**src/sv/mm64_pkg.sv**
```systemverilog
// Shared types and constants for the MurmurHash64A message hasher.
// Used by the controller, the datapath and the top level; depends on nothing.
package mm64_pkg;

  // Mixing constant and shift distance of the hash.
  localparam logic [63:0] MixMul   = 64'hc6a4a7935bd1e995;
  localparam int unsigned MixShift = 47;

  // Halves of the mixing constant for the 32x32 partial products.
  localparam logic [31:0] MixMulLo = MixMul[31:0];
  localparam logic [31:0] MixMulHi = MixMul[63:32];

  // Source of the multiplicand loaded before a multiplication.
  typedef enum logic [2:0] {
    XSEL_LEN,    // total length, zero-extended
    XSEL_WORD,   // full data word
    XSEL_KMIX,   // product with its shift-xor applied
    XSEL_HK,     // running hash xor mixed word
    XSEL_HMASK,  // running hash xor masked short word
    XSEL_HFIN    // running hash with its shift-xor applied
  } xsel_e;

  // Source of a running hash update.
  typedef enum logic [1:0] {
    HSEL_INIT,   // seed xor product
    HSEL_PROD,   // product
    HSEL_FIN     // product with its shift-xor applied
  } hsel_e;

  // Step of the shared multiplier.
  typedef enum logic [1:0] {
    MP_NONE,     // multiplier idle
    MP_LO,       // low x low, full 64-bit product
    MP_HI_LO,    // high operand half x low constant half, upper word only
    MP_LO_HI     // low operand half x high constant half, upper word only
  } mphase_e;

  // Commands from the controller to the datapath.
  typedef struct packed {
    logic    item_load;
    logic    x_load;
    xsel_e   xsel;
    mphase_e mul_phase;
    logic    h_load;
    hsel_e   hsel;
    logic    hash_load;
  } dp_cmd_t;

  // Status of the latched item, from the datapath to the controller.
  typedef struct packed {
    logic full;
    logic part;
    logic last;
  } dp_sts_t;

endpackage

```
**src/sv/mm64_in_if.sv**
```systemverilog
// Input channel of the hasher: one message word per item.
// Self-contained; carries valid, ready and the item fields.
interface mm64_in_if;
  logic        valid;
  logic        ready;
  logic [63:0] data_word;
  logic [3:0]  byte_count;
  logic [31:0] total_length;
  logic        last;

  modport source (output valid, output data_word, output byte_count,
                  output total_length, output last, input ready);
  modport sink   (input valid, input data_word, input byte_count,
                  input total_length, input last, output ready);
endinterface

```
**src/sv/mm64_out_if.sv**
```systemverilog
// Output channel of the hasher: one finished hash per item.
// Self-contained; carries valid, ready and the hash.
interface mm64_out_if;
  logic        valid;
  logic        ready;
  logic [63:0] hash;

  modport source (output valid, output hash, input ready);
  modport sink   (input valid, input hash, output ready);
endinterface

```
**src/sv/mm64_dp.sv**
```systemverilog
// Datapath of the hasher: item latch, seed, running hash, shared multiplier.
// Depends on mm64_pkg for the command and status types and the constants.
module mm64_dp (
  input  logic             clk_i,
  input  logic             rst_ni,
  input  logic             cfg_we_i,
  input  logic [63:0]      cfg_wdata_i,
  input  logic [63:0]      word_i,
  input  logic [3:0]       count_i,
  input  logic [31:0]      len_i,
  input  logic             last_i,
  input  mm64_pkg::dp_cmd_t cmd_i,
  output mm64_pkg::dp_sts_t sts_o,
  output logic [63:0]      hash_o
);
  import mm64_pkg::*;

  logic [63:0] seed_q;
  logic [63:0] word_q;
  logic [3:0]  count_q;
  logic [31:0] len_q;
  logic        last_q;
  logic [63:0] x_q, x_d;
  logic [63:0] p_q, p_d;
  logic [63:0] h_q, h_d;
  logic [63:0] hash_q;
  logic [63:0] mask;
  logic [31:0] mul_a, mul_b;
  logic [63:0] mul_prod;

  function automatic logic [63:0] shift_xor(input logic [63:0] v);
    shift_xor = v ^ (v >> MixShift);
  endfunction

  // Status of the latched item.
  assign sts_o.full = count_q[3];
  assign sts_o.part = !count_q[3] && (count_q != 4'd0);
  assign sts_o.last = last_q;

  // Byte mask keeping the valid bytes of a short word.
  always_comb begin
    for (int b = 0; b < 8; b++) begin
      mask[8*b +: 8] = (4'(b) < count_q) ? 8'hff : 8'h00;
    end
  end

  // Multiplicand selection.
  always_comb begin
    x_d = x_q;
    case (cmd_i.xsel)
      XSEL_LEN:   x_d = {32'd0, len_q};
      XSEL_WORD:  x_d = word_q;
      XSEL_KMIX:  x_d = shift_xor(p_q);
      XSEL_HK:    x_d = h_q ^ p_q;
      XSEL_HMASK: x_d = h_q ^ (word_q & mask);
      XSEL_HFIN:  x_d = shift_xor(h_q);
      default:    x_d = x_q;
    endcase
  end

  // One 32x32 partial product per cycle; the two cross terms only reach the
  // upper word of the 64-bit product.
  assign mul_a    = (cmd_i.mul_phase == MP_HI_LO) ? x_q[63:32] : x_q[31:0];
  assign mul_b    = (cmd_i.mul_phase == MP_LO_HI) ? MixMulHi : MixMulLo;
  assign mul_prod = {32'd0, mul_a} * {32'd0, mul_b};

  always_comb begin
    p_d = p_q;
    case (cmd_i.mul_phase)
      MP_LO:              p_d = mul_prod;
      MP_HI_LO, MP_LO_HI: p_d = {p_q[63:32] + mul_prod[31:0], p_q[31:0]};
      default:            p_d = p_q;
    endcase
  end

  // Running hash update.
  always_comb begin
    h_d = h_q;
    case (cmd_i.hsel)
      HSEL_INIT: h_d = seed_q ^ p_q;
      HSEL_PROD: h_d = p_q;
      HSEL_FIN:  h_d = shift_xor(p_q);
      default:   h_d = h_q;
    endcase
  end

  // Seed and running hash are state with a defined reset.
  always_ff @(posedge clk_i or negedge rst_ni) begin
    if (!rst_ni) begin
      seed_q <= '0;
      h_q    <= '0;
    end else begin
      if (cfg_we_i) begin
        seed_q <= cfg_wdata_i;
      end
      if (cmd_i.h_load) begin
        h_q <= h_d;
      end
    end
  end

  // Item latch, operand, product and result registers.
  always_ff @(posedge clk_i) begin
    if (cmd_i.item_load) begin
      word_q  <= word_i;
      count_q <= count_i;
      len_q   <= len_i;
      last_q  <= last_i;
    end
    if (cmd_i.x_load) begin
      x_q <= x_d;
    end
    p_q <= p_d;
    if (cmd_i.hash_load) begin
      hash_q <= h_q;
    end
  end

  assign hash_o = hash_q;

endmodule

```
**src/sv/mm64_ctrl.sv**
```systemverilog
// Controller of the hasher: sequences the multiplications of each item.
// Depends on mm64_pkg for the command and status types.
module mm64_ctrl (
  input  logic              clk_i,
  input  logic              rst_ni,
  input  logic              in_valid_i,
  output logic              in_ready_o,
  output logic              out_valid_o,
  input  logic              out_ready_i,
  input  mm64_pkg::dp_sts_t sts_i,
  output mm64_pkg::dp_cmd_t cmd_o
);
  import mm64_pkg::*;

  typedef enum logic [2:0] {
    S_IDLE, S_DISP, S_LOAD, S_MUL0, S_MUL1, S_MUL2, S_WB, S_EMIT
  } state_e;

  // One multiplication by the mixing constant and what it serves.
  typedef enum logic [2:0] {
    OP_INIT, OP_K1, OP_K2, OP_HW, OP_HP, OP_FIN
  } op_e;

  state_e state_q, state_d;
  op_e    op_q, op_d, body_op;
  logic   go, body_go;
  logic   first_q, in_msg_q, out_valid_q;
  logic   slot_free;

  assign slot_free   = !out_valid_q || out_ready_i;
  assign in_ready_o  = (state_q == S_IDLE);
  assign out_valid_o = out_valid_q;

  // First multiplication that the word of the item needs, if any.
  always_comb begin
    if (sts_i.full) begin
      body_op = OP_K1;
    end else if (sts_i.part) begin
      body_op = OP_HP;
    end else begin
      body_op = OP_FIN;
    end
    body_go = sts_i.full || sts_i.part || sts_i.last;
  end

  // Choice of the next multiplication and the next state.
  always_comb begin
    go      = 1'b0;
    op_d    = op_q;
    state_d = state_q;
    unique case (state_q)
      S_IDLE: begin
        if (in_valid_i) state_d = S_DISP;
      end
      S_DISP: begin
        if (first_q) begin
          go   = 1'b1;
          op_d = OP_INIT;
        end else begin
          go   = body_go;
          op_d = body_op;
        end
        state_d = go ? S_LOAD : S_IDLE;
      end
      S_LOAD: state_d = S_MUL0;
      S_MUL0: state_d = S_MUL1;
      S_MUL1: state_d = S_MUL2;
      S_MUL2: state_d = S_WB;
      S_WB: begin
        unique case (op_q)
          OP_INIT: begin
            go   = body_go;
            op_d = body_op;
          end
          OP_K1: begin
            go   = 1'b1;
            op_d = OP_K2;
          end
          OP_K2: begin
            go   = 1'b1;
            op_d = OP_HW;
          end
          OP_HW, OP_HP: begin
            go   = sts_i.last;
            op_d = OP_FIN;
          end
          default: go = 1'b0;
        endcase
        if (go) begin
          state_d = S_LOAD;
        end else if (op_q == OP_FIN) begin
          state_d = S_EMIT;
        end else begin
          state_d = S_IDLE;
        end
      end
      S_EMIT: begin
        if (slot_free) state_d = S_IDLE;
      end
      default: state_d = S_IDLE;
    endcase
  end

  // Commands to the datapath.
  always_comb begin
    cmd_o           = '0;
    cmd_o.item_load = (state_q == S_IDLE) && in_valid_i;
    cmd_o.x_load    = (state_q == S_LOAD);
    unique case (op_q)
      OP_INIT: cmd_o.xsel = XSEL_LEN;
      OP_K1:   cmd_o.xsel = XSEL_WORD;
      OP_K2:   cmd_o.xsel = XSEL_KMIX;
      OP_HW:   cmd_o.xsel = XSEL_HK;
      OP_HP:   cmd_o.xsel = XSEL_HMASK;
      default: cmd_o.xsel = XSEL_HFIN;
    endcase
    unique case (state_q)
      S_MUL0:  cmd_o.mul_phase = MP_LO;
      S_MUL1:  cmd_o.mul_phase = MP_HI_LO;
      S_MUL2:  cmd_o.mul_phase = MP_LO_HI;
      default: cmd_o.mul_phase = MP_NONE;
    endcase
    if (state_q == S_WB) begin
      unique case (op_q)
        OP_INIT: begin
          cmd_o.h_load = 1'b1;
          cmd_o.hsel   = HSEL_INIT;
        end
        OP_HW, OP_HP: begin
          cmd_o.h_load = 1'b1;
          cmd_o.hsel   = HSEL_PROD;
        end
        OP_FIN: begin
          cmd_o.h_load = 1'b1;
          cmd_o.hsel   = HSEL_FIN;
        end
        default: cmd_o.h_load = 1'b0;
      endcase
    end
    cmd_o.hash_load = (state_q == S_EMIT) && slot_free;
  end

  // State, message tracking and result valid flag.
  always_ff @(posedge clk_i or negedge rst_ni) begin
    if (!rst_ni) begin
      state_q     <= S_IDLE;
      op_q        <= OP_INIT;
      first_q     <= 1'b0;
      in_msg_q    <= 1'b0;
      out_valid_q <= 1'b0;
    end else begin
      state_q <= state_d;
      if (go) begin
        op_q <= op_d;
      end
      if ((state_q == S_IDLE) && in_valid_i) begin
        first_q  <= !in_msg_q;
        in_msg_q <= 1'b1;
      end
      if ((state_q == S_EMIT) && slot_free) begin
        out_valid_q <= 1'b1;
        in_msg_q    <= 1'b0;
      end else if (out_valid_q && out_ready_i) begin
        out_valid_q <= 1'b0;
      end
    end
  end

endmodule

```
**src/sv/murmur2_64bit_hash.sv**
```systemverilog
// MurmurHash64A message hasher: controller plus datapath with one 32x32 multiplier.
// Each multiplication by the constant runs through load, three partial products and
// write-back. Before ready returns, an item needs one such multiplication if it is the
// first of a message, three for a full word or one for a short one, and one if it is
// last, plus an emit step on a last item; the emit step waits while the previous hash
// is unread. The hash is loaded into the output register in the emit state. One item at a time.
// Reset clears the seed, the running hash and all control state; no clearing pass.
module murmur2_64bit_hash (
  input  logic        clk_i,
  input  logic        rst_ni,
  input  logic        cfg_we_i,
  input  logic [63:0] cfg_wdata_i,
  mm64_in_if.sink     in_ch_i,
  mm64_out_if.source  out_ch_o
);
  import mm64_pkg::*;

  dp_cmd_t dp_cmd;
  dp_sts_t dp_sts;

  mm64_ctrl u_ctrl (
    .clk_i       (clk_i),
    .rst_ni      (rst_ni),
    .in_valid_i  (in_ch_i.valid),
    .in_ready_o  (in_ch_i.ready),
    .out_valid_o (out_ch_o.valid),
    .out_ready_i (out_ch_o.ready),
    .sts_i       (dp_sts),
    .cmd_o       (dp_cmd)
  );

  mm64_dp u_dp (
    .clk_i       (clk_i),
    .rst_ni      (rst_ni),
    .cfg_we_i    (cfg_we_i),
    .cfg_wdata_i (cfg_wdata_i),
    .word_i      (in_ch_i.data_word),
    .count_i     (in_ch_i.byte_count),
    .len_i       (in_ch_i.total_length),
    .last_i      (in_ch_i.last),
    .cmd_i       (dp_cmd),
    .sts_o       (dp_sts),
    .hash_o      (out_ch_o.hash)
  );

  // A new hash is only loaded when the output slot is free or being emptied.
  a_hash_slot_free: assert property (@(posedge clk_i) disable iff (!rst_ni)
    dp_cmd.hash_load |-> (!out_ch_o.valid || out_ch_o.ready))
    else $error("hash loaded over an unread result");

  // No item is taken while the multiplier is busy.
  a_accept_mul_idle: assert property (@(posedge clk_i) disable iff (!rst_ni)
    (in_ch_i.valid && in_ch_i.ready) |-> (dp_cmd.mul_phase == MP_NONE))
    else $error("item accepted during a multiplication");

  // The three partial products of a multiplication follow one another.
  a_mul_sequence: assert property (@(posedge clk_i) disable iff (!rst_ni)
    (dp_cmd.mul_phase == MP_LO) |=> (dp_cmd.mul_phase == MP_HI_LO) ##1
    (dp_cmd.mul_phase == MP_LO_HI))
    else $error("partial product sequence broken");

endmodule

```
**src/flat_wrapper.sv**
```systemverilog
// flat-port wrapper written by rule: the top's interface ports become plain ports
module murmur2_64bit_hash_flat import mm64_pkg::*;
  (clk_i, rst_ni, cfg_we_i, cfg_wdata_i, in_ch_i_valid, in_ch_i_data_word, in_ch_i_byte_count, in_ch_i_total_length, in_ch_i_last, in_ch_i_ready, out_ch_o_valid, out_ch_o_hash, out_ch_o_ready);
  mm64_in_if in_ch_i_i ();
  mm64_out_if out_ch_o_i ();
  input  logic clk_i;
  input  logic rst_ni;
  input  logic cfg_we_i;
  input  logic [63:0] cfg_wdata_i;
  input wire logic [$bits(in_ch_i_i.valid)-1:0] in_ch_i_valid;
  input wire logic [$bits(in_ch_i_i.data_word)-1:0] in_ch_i_data_word;
  input wire logic [$bits(in_ch_i_i.byte_count)-1:0] in_ch_i_byte_count;
  input wire logic [$bits(in_ch_i_i.total_length)-1:0] in_ch_i_total_length;
  input wire logic [$bits(in_ch_i_i.last)-1:0] in_ch_i_last;
  output wire logic [$bits(in_ch_i_i.ready)-1:0] in_ch_i_ready;
  output wire logic [$bits(out_ch_o_i.valid)-1:0] out_ch_o_valid;
  output wire logic [$bits(out_ch_o_i.hash)-1:0] out_ch_o_hash;
  input wire logic [$bits(out_ch_o_i.ready)-1:0] out_ch_o_ready;
  assign in_ch_i_i.valid = in_ch_i_valid;
  assign in_ch_i_i.data_word = in_ch_i_data_word;
  assign in_ch_i_i.byte_count = in_ch_i_byte_count;
  assign in_ch_i_i.total_length = in_ch_i_total_length;
  assign in_ch_i_i.last = in_ch_i_last;
  assign in_ch_i_ready = in_ch_i_i.ready;
  assign out_ch_o_valid = out_ch_o_i.valid;
  assign out_ch_o_hash = out_ch_o_i.hash;
  assign out_ch_o_i.ready = out_ch_o_ready;
  murmur2_64bit_hash u_core (.clk_i(clk_i), .rst_ni(rst_ni), .cfg_we_i(cfg_we_i), .cfg_wdata_i(cfg_wdata_i), .in_ch_i(in_ch_i_i), .out_ch_o(out_ch_o_i));
endmodule
```
**config.mk**
```make
export PLATFORM = sky130hd
export DESIGN_NAME = murmur2_64bit_hash_flat
export DESIGN_NICKNAME = d
export VERILOG_FILES = /design/src/sv/mm64_pkg.sv /design/src/sv/mm64_in_if.sv /design/src/sv/mm64_out_if.sv /design/src/sv/mm64_dp.sv /design/src/sv/mm64_ctrl.sv /design/src/sv/murmur2_64bit_hash.sv /design/src/flat_wrapper.sv
export SDC_FILE = /design/constraint.sdc
export NUM_CORES = 2
export LEC_CHECK = 0
export CORE_MARGIN = 10
export CORE_UTILIZATION = 50
export DETAILED_ROUTE_END_ITERATION = 8
export DONT_BUFFER_PORTS = 1
export GPL_ROUTABILITY_DRIVEN = 0
export HOLD_SLACK_MARGIN = 0.06
export MAX_ROUTING_LAYER = met4
export SYNTH_ARGS = -nofsm -noshare
export SYNTH_HDL_FRONTEND = slang
export SYNTH_HIERARCHICAL = 1
export SYNTH_SLANG_ARGS = --single-unit
```
**constraint.sdc**
```tcl
create_clock -name clk_i -period 11.7 [get_ports clk_i]
set_input_delay 0 -clock clk_i [delete_from_list [all_inputs] [get_ports clk_i]]
set_output_delay 0 -clock clk_i [all_outputs]
set_load 0.02 [all_outputs]
```
### Yosys cells after proc, flatten, opt, wreduce, memory -nomap -nowiden

Cells that the tools add are included.

* flip-flop bits (word level): 430
* bits in latches: 0
* memory bits (writable): 0
* bits in read-only memories: 0
* input bits: 170
* output and inout port bits: 66
* memories kept: 0

* add/subtract/negate cells: 1
* $mul: 1
* divide/modulo/power cells: 0
* $lt $le $gt $ge: 8
* equality and inequality tests: 25
* shift-type cells: 0
* multiplexer cells: 38
* bitwise gates (word level): 7
* reductions and logical operators: 30

Operator list (number)
* $pmux W64 S6: 1
* $pmux W64 S3: 1
* $xor A64 B64 Y64: 3
* $pmux W64 S2: 1
* $xor A64 B17 Y64: 2
* $and A64 B64 Y64: 1
* $mul A32 B32 Y64: 1
* $mux W32: 2
* $mux W8: 8
* $add A32 B32 Y32: 1
* $eq A3 B3 Y1 const B: 8
* $pmux W3 S8: 1
* $mux W3: 7
* $eq A3 B2 Y1 const B: 6
* $lt A3 B4 Y1 const A: 4
* $pmux W3 S5: 1
* $pmux W3 S4: 1
* $eq A3 B1 Y1 const B: 3
* $logic_not A3 Y1: 3
* $mux W1: 9
* $lt A1 B4 Y1 const A: 2
* $lt A2 B4 Y1 const A: 2
* $reduce_and A2 Y1: 4
* $reduce_bool A2 Y1: 4
* other kinds (21): 34

### Longest topological paths before layout

* depth after elaboration: 8
* gate-level depth with buffers: 42
* mapped depth without buffers: 40

### By module

Netlist, hierarchy kept.

Modules (own cells, without submodules)
* mm64_dp: instances 1, cells each 4284, area each 45021.9 um2, sequential area each 12001.5 um2
* mm64_ctrl: instances 1, cells each 86, area each 668.1 um2, sequential area each 225.2 um2

### Worst setup path after synthesis

No wires, ideal clock.

* path kind: flip-flop to flip-flop
* from: register u_core.u_ctrl.state_q[2]
* to: register u_core.u_dp.p_q[60] (data pin)
* data arrival time: 9.460 ns
* data required time: 11.441 ns
* setup slack: 1.981 ns
* cell stages (with the launch flop): 39
* buffers on the path: 4
* clock period less this slack: 9.719 ns
* cells stage by stage: dfrtp_1 -> buf_2 -> nor2b_1 -> o21a_1 -> nor2_1 -> buf_2 -> buf_2 -> mux2i_1 -> inv_1 -> nand2_1 -> inv_1 -> ha_1 -> fa_1 -> inv_1 -> fa_1 -> fa_1 -> inv_1 -> fa_1 -> [3 not listed] -> fa_1 -> fa_1 -> ha_1 -> buf_2 -> and3_1 -> a31oi_1 -> o21a_1 -> o21ai_1 -> xor2_1 -> ha_1 -> a21oi_1 -> o21ai_0 -> o21a_1 -> a311oi_2 -> nor2b_1 -> a311oi_1 -> a32o_1 -> nor2_1

RTL lines
* from (decl): RTL line mm64_ctrl.sv:24 `state_e state_q, state_d;`
* from (signal assigned): RTL line mm64_ctrl.sv:152 `state_q <= state_d;`
* to (signal assigned): RTL line mm64_dp.sv:113 `p_q <= p_d;`
* to (decl): RTL line mm64_dp.sv:24 `logic [63:0] p_q, p_d;`

==> flow_metrics.py <==
metrics = {
    "sta": {
        "worst_slew_pin_slew_ns": 1.210,
        "worst_clock_skew_ns": 0.04989,
        "final-hold-violation-count": 0,
        "min_period_ns": 11.00,
        "timing.slew.headroom": 0.1873,
        "final.period_utilization": 0.9399,
        "slew_viol_final": 0,
        "finalSetupViolations": 0,
        "fmax_mhz": 90.93,
        "tns_ns": 0,
        "setup_repair_after_global_routing_missed_its_margin": "no",
    },
    "setup_path": {
        "r2r.worst_path.cells": 35,
        "worst_r2r_endpoint": "u_core/u_dp/p_q[60]",
        "critPathSlowestCell": "sky130_fd_sc_hd__fa_1",
        "critical_path_required_ns": 12.03,
        "worst_setup_path_end_kind": "register",
        "crit_path_start_kind": "register",
        "critPathArrivalTime_ns": 11.33,
        "regToRegStartpoint": "u_core/u_ctrl/state_q[2]",
        "crit_path_start": "u_core/u_ctrl/state_q[2]",
        "critical-path-top-cell-by-count": "sky130_fd_sc_hd__fa_1",
        "crit_path_end": "u_core/u_dp/p_q[60]",
        "cp_max_fo": 24,
        "setup.worst_path.class": "register to register",
        "max_stage_delay_ns": 0.63,
        "worst-r2r-setup-slack_ns": 0.70,
    },
    "final_layout": {
        "design.final.nets": 5799,
        "layout-drive-gt1-share": 0.05175,
        "area_growth_from_synthesis_to_layout_pct": 12.65,
        "final_cells": 5799,
    },
    "yosys": {
        "post_synthesis_adder_cell_area_fraction": 0.3862,
        "synth_area_per_cell_um2": 10.46,
        "part_of_the_yosys_area_used_for_sequential_elements": 0.2676,
        "synth_cells": 4370,
        "synth_top_family_by_area": "adder cells",
        "area_fraction_in_compound_gates_after_synthesis": 0.1114,
        "mappedNetlistArea_um2": 45690,
        "synth_warnings": 6,
        "synth.top_cell.area_share": 0.2660,
        "synth_xor_area_frac": 0.04409,
        "ys_seq_elements": 430,
        "synth_top_area_cell": "sky130_fd_sc_hd__fa_1",
        "netlist_top_cells_area": "sky130_fd_sc_hd__fa_1 27%, sky130_fd_sc_hd__edfxtp_1 19%, sky130_fd_sc_hd__ha_1 12%",
        "yosys_most_used_dff": "sky130_fd_sc_hd__edfxtp_1",
        "synth.distinct_cells": 86,
        "most_frequently_used_cell_type_in_the_post_synthesis_netlist": "sky130_fd_sc_hd__inv_1",
        "synthMuxAreaShare": 0.03018,
        "synth-async-reset-ratio": 0.3186,
        "ys_top_cells_by_count": "752 x sky130_fd_sc_hd__inv_1, 607 x sky130_fd_sc_hd__fa_1, 439 x sky130_fd_sc_hd__ha_1, 314 x sky130_fd_sc_hd__nand2_1, 293 x sky130_fd_sc_hd__edfxtp_1",
        "synth_enable_flop_cells": 293,
        "yosys.area_share.simple": 0.08172,
    },
    "global_route": {
        "grt_pass1_wl_um": 230200,
        "grt_antenna_before_repair": 5,
        "grt_max_degree": 138,
        "grt_pass1_vias": 34810,
        "globalRoute.totalOverflow": 0,
        "groute.usage.overall": 0.3068,
    },
    "route": {
        "total_via_count_in_the_routed_design": 33770,
        "drt_first_pass_iters": 7,
        "drt-wirelength-per-cell_um": 26.48,
        "detailedRoute.firstIterationViolations": 3439,
        "drt.antenna.violating_nets": 0,
        "totalWireLength_um": 153600,
        "drt_drc_violations_left": 0,
        "detail_route.vias_per_cell": 5.824,
    },
    "placement": {
        "dp_hpwl_um": 123000,
        "io_buffer_count": 0,
        "dp_cells": 5399,
    },
    "floorplanning": {
        "die_height_um": 322.3,
        "row_count": 110,
        "die-width_um": 322.3,
        "initial_cell_density_of_the_core": 0.5061,
        "boundaryPins": 236,
        "dieArea_um2": 103900,
        "core_um2": 90290,
    },
    "clocking": {
        "clock_sinks": 430,
        "tritoncts": "built",
        "cts-root-buf": "sky130_fd_sc_hd__clkbuf_16",
        "worstSkewPairLatency_ns": 0.60,
        "clkSlewWorstSetupHoldPaths_ns": 0.06,
        "tritoncts.num_buffers": 44,
        "clk_path_buf_depth": 3,
        "cts_htree_levels": 2,
        "cts_post_setup_buffers_inserted": 0,
    },
    "worst_hold_path": {
        "path_category_of_the_worst_min_delay_check": "input pin to asynchronous set/reset pin",
    },
    "outcome": {
        "outcome": "complete, no violations",
    },
    "job": {
        "maxCapViolCount": 0,
    },
}
## per-layer routing
| layer | vias up | routed length, um | track usage |
|---|---|---|---|
| met5 | - | 0 | - |
| li1 | 14930 | - | - |
| met3 | 313 | 13170 | 0.06036 |
| met4 | 0 | 7242 | 0.1155 |
| met2 | 1482 | 70080 | 0.4695 |
| met1 | 17050 | 63090 | 0.4022 |
## worst max-delay path, delay by kind of cell, from the launching register on
kind | cells | cell delay (ns)
fa+ha+maj | 10 | 4.35
mux | 1 | 0.47
buf+inv | 7 | 1.46
xor+xnor | 1 | 0.25
compound gates | 7 | 1.89
simple gates | 9 | 1.71
flops | 1 | 0.58
## stage by stage
stage | worst slack, ns | area [um2] | util | hold WS [ns]
2_1_floorplan | 1.981 | 45700 | - | -0.2956
3_3_place_gp | 1.054 | 46840 | 0.5188 | -0.2898
3_5_place_dp | 1.022 | 46840 | 0.5188 | -0.2896
4_1_cts | 0.9310 | 51430 | 0.5696 | 0.06063
5_1_grt | 0.1810 | 51470 | 0.5700 | 0.06572
6_report | 0.7030 | 51470 | 0.5701 | 0.006820
## final cells by class
cell class                      instances  area [um2]
Fill cell                            7711       38810
Multi-Input combinational cell       2994       29960
Sequential cell                       430       12230
Timing Repair Buffer                  355        3493
Inverter                              758        2845
Tap cell                             1176        1471
Clock buffer                           67        1291
Clock inverter                         14       167.7
Antenna cell                            5       12.51
## cells by family (layout without fill, tap and decap cells)
family | Yosys count | count (layout)
adders and majority gates | 1046 | 1046
and+or+nand+nor | 808 | 808
DFF | 430 | 430
AOI/OAI and AO/OA | 777 | 777
buffers and inverters | 949 | 1194
xor gates and xnor gates | 230 | 230
other | 2 | 10
muxes | 128 | 128
## cells in the final DEF, fill, tap and decap left out, drive strengths merged, types with 22 or more instances in the layout
| cell type | n |
|---|---|
| clkbuf | 67 |
| buf | 42 |
| nand2 | 315 |
| a21o | 55 |
| o21a | 60 |
| inv | 754 |
| xor2 | 107 |
| and2 | 35 |
| dlygate4sd3 | 313 |
| xnor2 | 123 |
| o21ai | 207 |
| nor2 | 183 |
| nand3 | 79 |
| dfrtp | 137 |
| or2 | 22 |
| fa | 607 |
| nand2b | 35 |
| mux2 | 75 |
| a31oi | 24 |
| o211ai | 60 |
| a21oi | 162 |
| mux2i | 53 |
| a22oi | 64 |
| o221ai | 28 |
| edfxtp | 293 |
| ha | 439 |
| nor2b | 52 |
## state kept, by name, indices dropped and copies added, names as in the netlist, 4 cells and up
name / flops
u_core/u_dp/h_q: 64
u_core/u_dp/hash_o: 64
u_core/u_dp/p_q: 64
u_core/u_dp/seed_q: 64
u_core/u_dp/word_q: 64
u_core/u_dp/x_q: 64
u_core/u_dp/len_q: 32
u_core/u_dp/count_q: 4
## how the worst min path moves through the flow
stage,end,start,slack [ns]
2_1_floorplan,u_core/u_ctrl/first_q,rst_ni,-0.30
3_3_place_gp,u_core/u_dp/seed_q[10],rst_ni,-0.29
3_5_place_dp,u_core/u_dp/seed_q[10],rst_ni,-0.29
4_1_cts,u_core/u_dp/word_q[29],in_ch_i_data_word[29],0.06
5_1_grt,u_core/u_dp/word_q[25],in_ch_i_data_word[25],0.07
6_report,u_core/u_dp/seed_q[12],rst_ni,0.007
## repair_timing
| item | CTS | global route |
|---|---|---|
| hold buffers | 311 | 3 |
| resized for setup | 0 | 0 |
| setup endpoints to repair | 0 | 0 |
| endpoints found under the hold margin | 370 | 3 |
Power is not shown: default switching activity piles up to over one toggle a cycle in this logic, so the estimate is an artifact.
